### src/sv/assert_macros.svh
// Assertion helpers for the RTL.
`ifndef ASSERT_MACROS_SVH
`define ASSERT_MACROS_SVH

`ifndef SYNTHESIS
// cond must hold at every edge outside reset
`define ASSERT_ALWAYS(lbl, clk, rst, cond, msg) \
   lbl: assert property (@(posedge clk) disable iff (rst) (cond)) else $error(msg);
// ante at one edge implies cons at the next
`define ASSERT_NEXT(lbl, clk, rst, ante, cons, msg) \
   lbl: assert property (@(posedge clk) disable iff (rst) (ante) |=> (cons)) else $error(msg);
`else
`define ASSERT_ALWAYS(lbl, clk, rst, cond, msg)
`define ASSERT_NEXT(lbl, clk, rst, ante, cons, msg)
`endif

`endif

### src/sv/wgm_pkg.sv
`timescale 1ns / 1ps

package wgm_pkg;

   typedef enum logic [1:0] {
      FUNC_CLEAR  = 2'd0,
      FUNC_APPEND = 2'd1,
      FUNC_TEXT   = 2'd2,
      FUNC_END    = 2'd3
   } func_type;

   typedef struct packed {
      func_type   func;
      logic [7:0] ch;
   } req_type;

   typedef struct packed {
      logic verdict_ready;
      logic matched;
      logic still_possible;
      logic pattern_full;
   } rsp_type;

   // register select, taken from paddr[2]
   localparam logic CSR_ANY_ONE = 1'b0;
   localparam logic CSR_ANY_RUN = 1'b1;

   localparam logic [7:0] ANY_ONE_RESET = 8'd63;
   localparam logic [7:0] ANY_RUN_RESET = 8'd42;

   typedef enum logic [2:0] {
      CELL_HOLD,
      CELL_STEP,
      CELL_CLOSE,
      CELL_REARM,
      CELL_APPEND
   } cell_op_type;

   // broadcast from the controller to every cell
   typedef struct packed {
      cell_op_type op;
      logic [7:0]  ch;
      logic [7:0]  any_one;
      logic [7:0]  any_run;
   } cell_ctrl_type;

   // handed from a cell to its right neighbor
   typedef struct packed {
      logic adv;     // position advances on this text byte
      logic run_go;  // active star: next position reachable without text
   } link_type;

endpackage

### src/sv/wgm_cell.sv
`timescale 1ns / 1ps

module wgm_cell #(
   parameter int INDEX = 0,
   parameter int CNT_W = 7
) (
   input  logic                  clock,
   input  logic                  reset,
   input  wgm_pkg::cell_ctrl_type ctrl,
   input  logic [CNT_W-1:0]      count,
   input  wgm_pkg::link_type     left,
   output wgm_pkg::link_type     right,
   output logic                  active,
   output logic                  pend
);
   import wgm_pkg::*;

   logic [7:0] pat_ff, pat_in;
   logic       active_ff, active_in;
   logic       in_use, is_run, hit;

   assign in_use = count > CNT_W'(INDEX);
   // equal codes: the byte acts as the single-byte wildcard
   assign is_run = (pat_ff == ctrl.any_run) && (pat_ff != ctrl.any_one);
   assign hit    = (pat_ff == ctrl.any_one) || (pat_ff == ctrl.ch);

   assign right.run_go = active_ff & in_use & is_run;
   assign right.adv    = active_ff & in_use & ~is_run & hit;
   assign active       = active_ff;
   // left star would turn this position on: closure not done yet
   assign pend         = left.run_go & ~active_ff;

   always_comb begin
      pat_in    = pat_ff;
      active_in = active_ff;
      unique case (ctrl.op)
         CELL_HOLD: begin
         end
         CELL_STEP: begin
            active_in = left.adv | right.run_go;
         end
         CELL_CLOSE: begin
            active_in = active_ff | left.run_go;
         end
         CELL_REARM: begin
            active_in = (INDEX == 0);
         end
         CELL_APPEND: begin
            active_in = (INDEX == 0);
            if (count == CNT_W'(INDEX)) begin
               pat_in = ctrl.ch;
            end
         end
         default: begin
         end
      endcase
   end

   always_ff @(posedge clock) begin
      if (reset) begin
         active_ff <= (INDEX == 0);
      end else begin
         active_ff <= active_in;
      end
   end

   always_ff @(posedge clock) begin
      pat_ff <= pat_in;
   end

endmodule

### src/sv/wildcard_glob_matcher.sv
// An accepted item's result reaches the output register after the star-closure
// passes in ST_CLOSE; there are none unless stars newly become active, and none
// for a refused append. A stalled output register holds the controller.
// No new item is taken before the result is handed on. Each closure pass moves one
// pattern cell along the chain, so there are at most as many passes as stars in the run.
// Reset (synchronous): empty pattern, position zero active, codes '?' and '*'.
`timescale 1ns / 1ps
`include "assert_macros.svh"

module wildcard_glob_matcher #(
   parameter int PATTERN_MAX = 64
) (
   input  logic              clock,
   input  logic              reset,
   // input items
   input  logic              req_valid,
   output logic              req_stall,
   input  wgm_pkg::req_type  req_data,
   // result items
   output logic              rsp_valid,
   input  logic              rsp_stall,
   output wgm_pkg::rsp_type  rsp_data,
   // configuration
   input  logic              psel,
   input  logic              penable,
   input  logic              pwrite,
   input  logic [2:0]        paddr,
   input  logic [31:0]       pwdata,
   output logic [31:0]       prdata,
   output logic              pready
);
   import wgm_pkg::*;

   localparam int CNT_W = $clog2(PATTERN_MAX + 1);

   typedef enum logic {
      ST_IDLE,   // ready for an item
      ST_CLOSE   // star closure passes, then hand result to output register
   } state_type;

   // ---------------------------------------------------------------
   // Configuration registers: wildcard codes
   // ---------------------------------------------------------------
   logic [7:0] any_one_ff, any_run_ff;
   logic       csr_wr;

   assign pready = 1'b1;
   assign csr_wr = psel & penable & pwrite;
   assign prdata = {24'd0, (paddr[2] == CSR_ANY_RUN) ? any_run_ff : any_one_ff};

   always_ff @(posedge clock) begin
      if (reset) begin
         any_one_ff <= ANY_ONE_RESET;
         any_run_ff <= ANY_RUN_RESET;
      end else if (csr_wr) begin
         if (paddr[2] == CSR_ANY_ONE) begin
            any_one_ff <= pwdata[7:0];
         end else begin
            any_run_ff <= pwdata[7:0];
         end
      end
   end

   // ---------------------------------------------------------------
   // Controller state
   // ---------------------------------------------------------------
   state_type        state_ff, state_in;
   logic [CNT_W-1:0] count_ff, count_in;
   logic             last_ff, last_in;        // active bit of position PATTERN_MAX
   logic             verdict_ff, verdict_in;  // payload of the item in flight
   logic             matched_ff, matched_in;
   logic             full_ff, full_in;
   logic             rsp_valid_ff, rsp_valid_in;
   rsp_type          rsp_data_ff, rsp_data_in;

   logic             req_acc;
   cell_ctrl_type    ctrl;
   logic             pending;
   logic             any_active;
   logic             pat_full;
   logic             rsp_verdict;

   // chain wiring: lnk[j] enters cell j, pos[j] is position j's active bit
   link_type               lnk  [PATTERN_MAX:0];
   logic [PATTERN_MAX:0]   pos;
   logic [PATTERN_MAX-1:0] pend_vec;

   assign req_stall = (state_ff != ST_IDLE);
   assign req_acc   = req_valid & ~req_stall;
   assign rsp_valid = rsp_valid_ff;
   assign rsp_data  = rsp_data_ff;

   assign rsp_verdict = rsp_valid_ff & rsp_data_ff.verdict_ready;

   assign pat_full   = (count_ff == CNT_W'(PATTERN_MAX));
   assign pos[PATTERN_MAX] = last_ff;
   // a code write can leave the vector open; only a stepped, rearmed or appended one is closed
   assign pending    = (|pend_vec) | (lnk[PATTERN_MAX].run_go & ~last_ff);
   // positions above the count stay clear, so the plain OR is exact
   assign any_active = |pos;

   assign lnk[0] = '0;

   // ---------------------------------------------------------------
   // Cell row: one cell per pattern byte
   // ---------------------------------------------------------------
   for (genvar j = 0; j < PATTERN_MAX; j++) begin : g_cell
      wgm_cell #(
         .INDEX (j),
         .CNT_W (CNT_W)
      ) u_cell (
         .clock  (clock),
         .reset  (reset),
         .ctrl   (ctrl),
         .count  (count_ff),
         .left   (lnk[j]),
         .right  (lnk[j+1]),
         .active (pos[j]),
         .pend   (pend_vec[j])
      );
   end

   // ---------------------------------------------------------------
   // Next-state logic
   // ---------------------------------------------------------------
   always_comb begin
      state_in     = state_ff;
      count_in     = count_ff;
      last_in      = last_ff;
      verdict_in   = verdict_ff;
      matched_in   = matched_ff;
      full_in      = full_ff;
      rsp_valid_in = rsp_valid_ff & rsp_stall;
      rsp_data_in  = rsp_data_ff;

      ctrl.op      = CELL_HOLD;
      ctrl.ch      = req_data.ch;
      ctrl.any_one = any_one_ff;
      ctrl.any_run = any_run_ff;

      unique case (state_ff)
         ST_IDLE: begin
            if (req_acc) begin
               state_in   = ST_CLOSE;
               verdict_in = 1'b0;
               matched_in = 1'b0;
               full_in    = 1'b0;
               unique case (req_data.func)
                  FUNC_CLEAR: begin
                     ctrl.op  = CELL_REARM;
                     count_in = '0;
                     last_in  = 1'b0;
                  end
                  FUNC_APPEND: begin
                     if (pat_full) begin
                        full_in = 1'b1;   // dropped, state unchanged
                     end else begin
                        ctrl.op  = CELL_APPEND;
                        count_in = count_ff + CNT_W'(1);
                        last_in  = 1'b0;
                     end
                  end
                  FUNC_TEXT: begin
                     ctrl.op = CELL_STEP;
                     last_in = lnk[PATTERN_MAX].adv;
                  end
                  FUNC_END: begin
                     ctrl.op    = CELL_REARM;
                     verdict_in = 1'b1;
                     matched_in = pos[count_ff];
                     last_in    = 1'b0;
                  end
                  default: begin
                  end
               endcase
            end
         end
         ST_CLOSE: begin
            if (pending && !full_ff) begin
               // one closure pass: each active star lights its right neighbor
               ctrl.op = CELL_CLOSE;
               last_in = last_ff | lnk[PATTERN_MAX].run_go;
            end else if (!rsp_valid_ff || !rsp_stall) begin
               state_in                   = ST_IDLE;
               rsp_valid_in               = 1'b1;
               rsp_data_in.verdict_ready  = verdict_ff;
               rsp_data_in.matched        = matched_ff;
               rsp_data_in.still_possible = any_active;
               rsp_data_in.pattern_full   = full_ff;
            end
         end
         default: begin
         end
      endcase
   end

   always_ff @(posedge clock) begin
      if (reset) begin
         state_ff     <= ST_IDLE;
         count_ff     <= '0;
         last_ff      <= 1'b0;
         rsp_valid_ff <= 1'b0;
      end else begin
         state_ff     <= state_in;
         count_ff     <= count_in;
         last_ff      <= last_in;
         rsp_valid_ff <= rsp_valid_in;
      end
      rsp_data_ff <= rsp_data_in;
      verdict_ff  <= verdict_in;
      matched_ff  <= matched_in;
      full_ff     <= full_in;
   end

   // ---------------------------------------------------------------
   // Assertions
   // ---------------------------------------------------------------
   `ASSERT_ALWAYS(a_count_range, clock, reset, count_ff <= CNT_W'(PATTERN_MAX), "count overflow")
   `ASSERT_NEXT(a_end_rearm, clock, reset, req_acc && req_data.func == FUNC_END, pos[0], "rearm")
   `ASSERT_ALWAYS(a_verdict_live, clock, reset, !rsp_verdict || rsp_data_ff.still_possible, "dead")

endmodule
### config.mk
export PLATFORM = sky130hd
export DESIGN_NAME = wildcard_glob_matcher
export DESIGN_NICKNAME = d
export VERILOG_FILES = /design/src/sv/wgm_pkg.sv /design/src/sv/wgm_cell.sv /design/src/sv/wildcard_glob_matcher.sv
export VERILOG_INCLUDE_DIRS = /design/src /design/src/sv
export SDC_FILE = /design/constraint.sdc
export NUM_CORES = 2
export LEC_CHECK = 0
export BUFFER_PORTS_ARGS = -buffer_cell sky130_fd_sc_hd__clkbuf_2
export CORE_MARGIN = 5
export CORE_UTILIZATION = 44
export CTS_CLUSTER_SIZE = 20
export DETAILED_ROUTE_END_ITERATION = 10
export PLACE_DENSITY = 0.58
export SYNTH_ARGS = -nofsm -noshare
export SYNTH_HDL_FRONTEND = slang
export SYNTH_SLANG_ARGS = --single-unit
### constraint.sdc
create_clock -name clock -period 5.74 [get_ports clock]
set_clock_uncertainty 0.15 [all_clocks]
set_input_delay 0.861 -clock clock [delete_from_list [all_inputs] [get_ports clock]]
set_output_delay 0.861 -clock clock [all_outputs]
set_load 0.01 [all_outputs]
# == Word-level counts from Yosys, hierarchy flattened ==
# Index checks and enable logic that the tools add are counted.
# op_classes
bitwise_logic,583
mul,0
n_shift,0
div,0
magnitude_cmp,65
eq_ne,331
reduce_logical,212
mux,88
addsub,1
# op_table
cell,count
$eq A8 B8 Y1,192
$ne A8 B8 Y1,64
$and A1 B1 Y1,324
$eq A7 B6 Y1 const B,32
$gt A7 B6 Y1 const B,32
$pmux W1 S3,64
$reduce_and A2 Y1,67
$not A1 Y1,131
$or A1 B1 Y1,128
$eq A7 B5 Y1 const B,16
$gt A7 B5 Y1 const B,16
$logic_and A1 B1 Y1,65
$logic_or A1 B1 Y1,65
$reduce_or A65 Y1,1
$reduce_or A63 Y1,1
$eq A7 B4 Y1 const B,8
$gt A7 B4 Y1 const B,8
$eq A7 B3 Y1 const B,4
$gt A7 B3 Y1 const B,4
$eq A7 B2 Y1 const B,2
$gt A7 B1 Y1 const B,2
$gt A7 B2 Y1 const B,2
$pmux W7 S2,1
$mux W1,12
28 further kinds,39
# totals
word_cells,1421
register_bits,609
rom_bits,0
mem_bits_rw,0
latch_bits,0
output_inout_bits,39
mem_count,0

# == Depth between registers and ports, before layout ==
# depth
ltp_word,12
mapped_depth,16
mapped_depth_nobuf,12

# == Least setup slack after synthesis ==
# No wires, ideal clock.
# synth_path
kind,register to register
start,register count_ff[1]
end,register g_cell[18].u_cell.active_ff
setup_ps,122
synth_period_minus_slack_ps,3782
path_slack_ps,1958
n_path_buf,2
stages_incl_launch_ff,15
t_arrival_ps,3510
path_cell_list,dfxtp_1 clkbuf_1 inv_2 ha_1 nand2_1 or4_1 and3_1 and4b_1 or4_1 or4_4 o31ai_4 nand3_2 buf_2 a221oi_1 nor2_1
# synth_via
elab_chain_len,12
# synth_lines
item,line,source
from (decl),wildcard_glob_matcher.sv:68,"logic [CNT_W-1:0] count_ff, count_in;"
from (signal assigned),wildcard_glob_matcher.sv:205,count_ff <= count_in;
$gt A7 B1 Y1 (tied with other cells),wgm_cell.sv:22,assign in_use = count > CNT_W'(INDEX);
"$and A1 B1 Y1, on equally long branches","wgm_cell.sv:27, wgm_cell.sv:28",
$and A1 B1 Y1,wgm_cell.sv:27,assign right.run_go = active_ff & in_use & is_run;
$and A1 B1 Y1,wgm_cell.sv:31,assign pend = left.run_go & ~active_ff;
$reduce_or A63 Y1,wildcard_glob_matcher.sv:98,assign pending = (|pend_vec) | (lnk[PATTERN_MAX].run_go & ~last_ff);
$or A1 B1 Y1,wildcard_glob_matcher.sv:98,
$logic_and A1 B1 Y1,wildcard_glob_matcher.sv:179,if (pending && !full_ff) begin
$mux W2,wildcard_glob_matcher.sv:179,
$pmux W3 S2,wildcard_glob_matcher.sv:141,unique case (state_ff)
$eq A3 B2 Y1 or $eq A3 B3 Y1 (tied branches),wgm_cell.sv:36,unique case (ctrl.op)
$reduce_or A2 Y1 (no source line),n/a,
$pmux W1 S3 or $reduce_bool A3 Y1 (tied branches),n/a,
to (signal assigned),wgm_cell.sv:61,active_ff <= (INDEX == 0);
to (signal assigned),wgm_cell.sv:63,active_ff <= active_in;
to (decl),wgm_cell.sv:19,"logic active_ff, active_in;"
# Parallel ways exist; a longest one is shown, timed or not.
# A chain may end at the register's enable or synchronous reset.

# == Worst setup path after layout ==
# layout_path
start,register count_ff[4]
end,register g_cell[10].u_cell.active_ff
# layout_via
elab_chain_len,12
# layout_lines
item,line
$gt A7 B1 Y1 (tied with other cells),wgm_cell.sv:22
"$and A1 B1 Y1, on equally long branches","wgm_cell.sv:27, wgm_cell.sv:28"
$and A1 B1 Y1,wgm_cell.sv:27
$and A1 B1 Y1,wgm_cell.sv:31
$reduce_or A63 Y1,wildcard_glob_matcher.sv:98
$or A1 B1 Y1,wildcard_glob_matcher.sv:98
$logic_and A1 B1 Y1,wildcard_glob_matcher.sv:179
$mux W2,wildcard_glob_matcher.sv:179
$pmux W3 S2,wildcard_glob_matcher.sv:141
$eq A3 B2 Y1 or $eq A3 B3 Y1 (tied branches),wgm_cell.sv:36
$reduce_or A2 Y1 (no source line),n/a
$pmux W1 S3 or $reduce_bool A3 Y1 (tied branches),n/a
to (signal assigned),wgm_cell.sv:61
to (signal assigned),wgm_cell.sv:63
to (decl),wgm_cell.sv:19
# Parallel ways exist; a longest one is shown, timed or not.

==> out/metrics.cfg <==
[run_status]
status = finished, final reports clean

[synth]
syn_inst = 3936
async_flop_share_pct = 0
ys_warn_count = 0
synthTopCellsByArea = edfxtp_1 (38%), xor2_1 (19%), xnor2_1 (13%)
synth_area_leader_cell = edfxtp_1
synth_seq_cells = 609
synthesis.area_mm2 = 0.0413
post_synth_num_cell_types = 78
synth-edff-count = 519
ys.flop_type = edfxtp_1
syn_avg_cell_area_um2 = 10.5
ys_seq_area_share_pct = 42.1
synth_top_cell_area_share_pct = 37.8

[worst_setup_path]
crit_buf_inv = 2
cp_slowest_stage_delay_ns = 0.82
crit_path_start_kind = flop
worstPathCellList = or4_1 > o21ai_0 > a2111oi_0 > buf_4 > nor2b_1 > a2111oi_0 > nand4_1 > o21ai_1 > nand3_2 > buf_4 > a221oi_1 > nor2_1
cp_max_fo = 36
critPathKind = flop to flop
startpoint = count_ff[4]
cpMaxStageDelayCell = or4_1
arrival_ns = 5.21
r2r-start = count_ff[4]
cp-end-kind = flop
required_ns = 6.11
path_delay_family = compound AO/OA/AOI/OAI gates

[placed_design]
post-dp-hpwl_mm = 104
gp_congestion = 1.05
io_buffers = 39

[floorplan]
dieArea_mm2 = 0.100
num_rows = 112
start_util_pct = 44.3
die-width_um = 316
io_pins = 91
core_area_mm2 = 0.0932
die_h_um = 316

[timing]
worstMarginPinSlew_ns = 1.35
fin_crit_sh_pct = 84.3
post-route-min-period_ns = 4.84
hold_viol_final = 0
drv_slew = 0
fmax_mhz = 207
setup_viol = 0
rsz0062_at_grt = no
tns_ns = 0
max_slew_margin_pct = 8.95

[clocking]
numCtsBuffers = 74
cts_tree = done
clk_pin_slew_ns = 0.06
cts-root-buf = clkbuf_16
cts_sinks = 609
post_cts_resized = 0
post_cts_buffers = 0
hold_buffers = 0
clk_latency_ns = 0.65
clockBufferDepth = 3
htreeDepth = 3

[global_routing]
overflow = 0
grt_pass1_vias = 31200
grt_max_degree = 69
antenna_found_initial = 6
grt_pass1_wl_mm = 218
track_usage_pct = 29.5

[detailed_routing]
vias = 32100
antenna_left = 0
drc_errors = 0
routed_wl_mm = 151
dr.pass1.iters = 6
drt_iter0_markers = 3533
viasPerCell = 6.06
wire_per_inst_um = 28.6

[final_layout]
drive_above_1_share_pct = 10.2
area_delta_synth_final_pct = 11.5
layout_commonest_cell = xor2_1
fin_nets = 4043
fin_util_pct = 49.4
layout_common_cells = xor2_1 (906), xnor2_1 (635), edfxtp_1 (519)

[pwr]
ir_drop_v = 0.000239
power.static_leakage_nw = 14.9
power.density_mw_per_mm2 = 234

[job]
max_cap_viol_count = 0

[worst_hold_path]
min_from = verdict_ff
min-delay-path-class = flop to flop

routing by layer:
layer,share of wire (%),GRT usage (%)
met1,43,41.9
met2,44,46.0
met3,9.0,5.11
met4,3.7,9.68
met5,0.022,0
report_power, final:
part | total (W) | internal, W | switching (W)
Sequential | 0.00495 | 0.00482 | 0.000122
Clock | 0.00482 | 0.00287 | 0.00195
Combinational | 0.000994 | 0.000369 | 0.000626
registers in the layout (all words and copies together) (netlist names):
register	cells
any_run_ff	8
verdict_ff	1
full_ff	1
any_one_ff	8
count_ff	7
last_ff	1
matched_ff	1
g_cell.u_cell.pat_ff	512
g_cell.u_cell.active	64
req_stall	1
rsp_valid	1
rsp_data	4
layout make-up:
class	instances	area [µm²]
repair buffers	225	1900
flip-flops and latches	609	17400
clock buffers	110	2160
clock inverters	25	280
fillers	8546	47200
multi-input cells	3036	22500
inverters	37	139
well taps	1254	1570
diodes	1	2.50
worst paths after layout:
kind | to | slack [ns] | cells after the start
min | rsp_data[3] | 0.27 | 0
max | g_cell[10].u_cell.active | 0.90 | 12
min reg2reg | rsp_data[3] | 0.27 | 0
max reg2reg | g_cell[10].u_cell.active | 0.90 | 12
per-stage QoR:
step,std cells,cell area (µm²),total power (W),setup slack [ns],hold WS [ns]
6_report,5297,46000,0.0108,0.898,0.271
5_1_grt,5296,46000,0.0111,0.750,0.269
4_1_cts,5296,46000,0.0108,1.06,0.261
3_5_place_dp,5161,43600,0.00601,1.10,0.258
3_3_place_gp,5161,43600,0.00600,1.11,0.256
2_1_floorplan,3959,41300,0.00562,1.96,0.250
synthesized netlist by cell type (all sizes together) (9+ instances only):
cell type  instances
buf              171
mux2              10
nor2             199
o211ai            18
nor3              84
o31ai             17
and2              11
or4               14
or2               10
clkbuf           106
or3               18
nor3b             11
nor2b             11
o21ai             63
nand2            154
dfxtp             90
xor2             906
nand2b            11
nand4            176
a211oi            30
a211o              9
nand3             49
and3              12
edfxtp           519
a21oi             92
nor4             261
a31oi             45
mux4              19
xnor2            635
inv               35
a221oi            31
cells by family (layout without fill, tap and decap cells):
kind of cell    after synthesis  after routing  synth area share [%]
compound gates              374            374                  6.11
xor+xnor                   1541           1541                  32.7
fa+ha+maj                     8              8                 0.243
buf+inv                     314            397                  3.59
flops                       609            609                  42.1
mux                          31             31                  1.36
other cells                   2             26                0.0182
simple gates               1057           1057                  13.8
No activity file was read; power rests on OpenSTA's default activity.
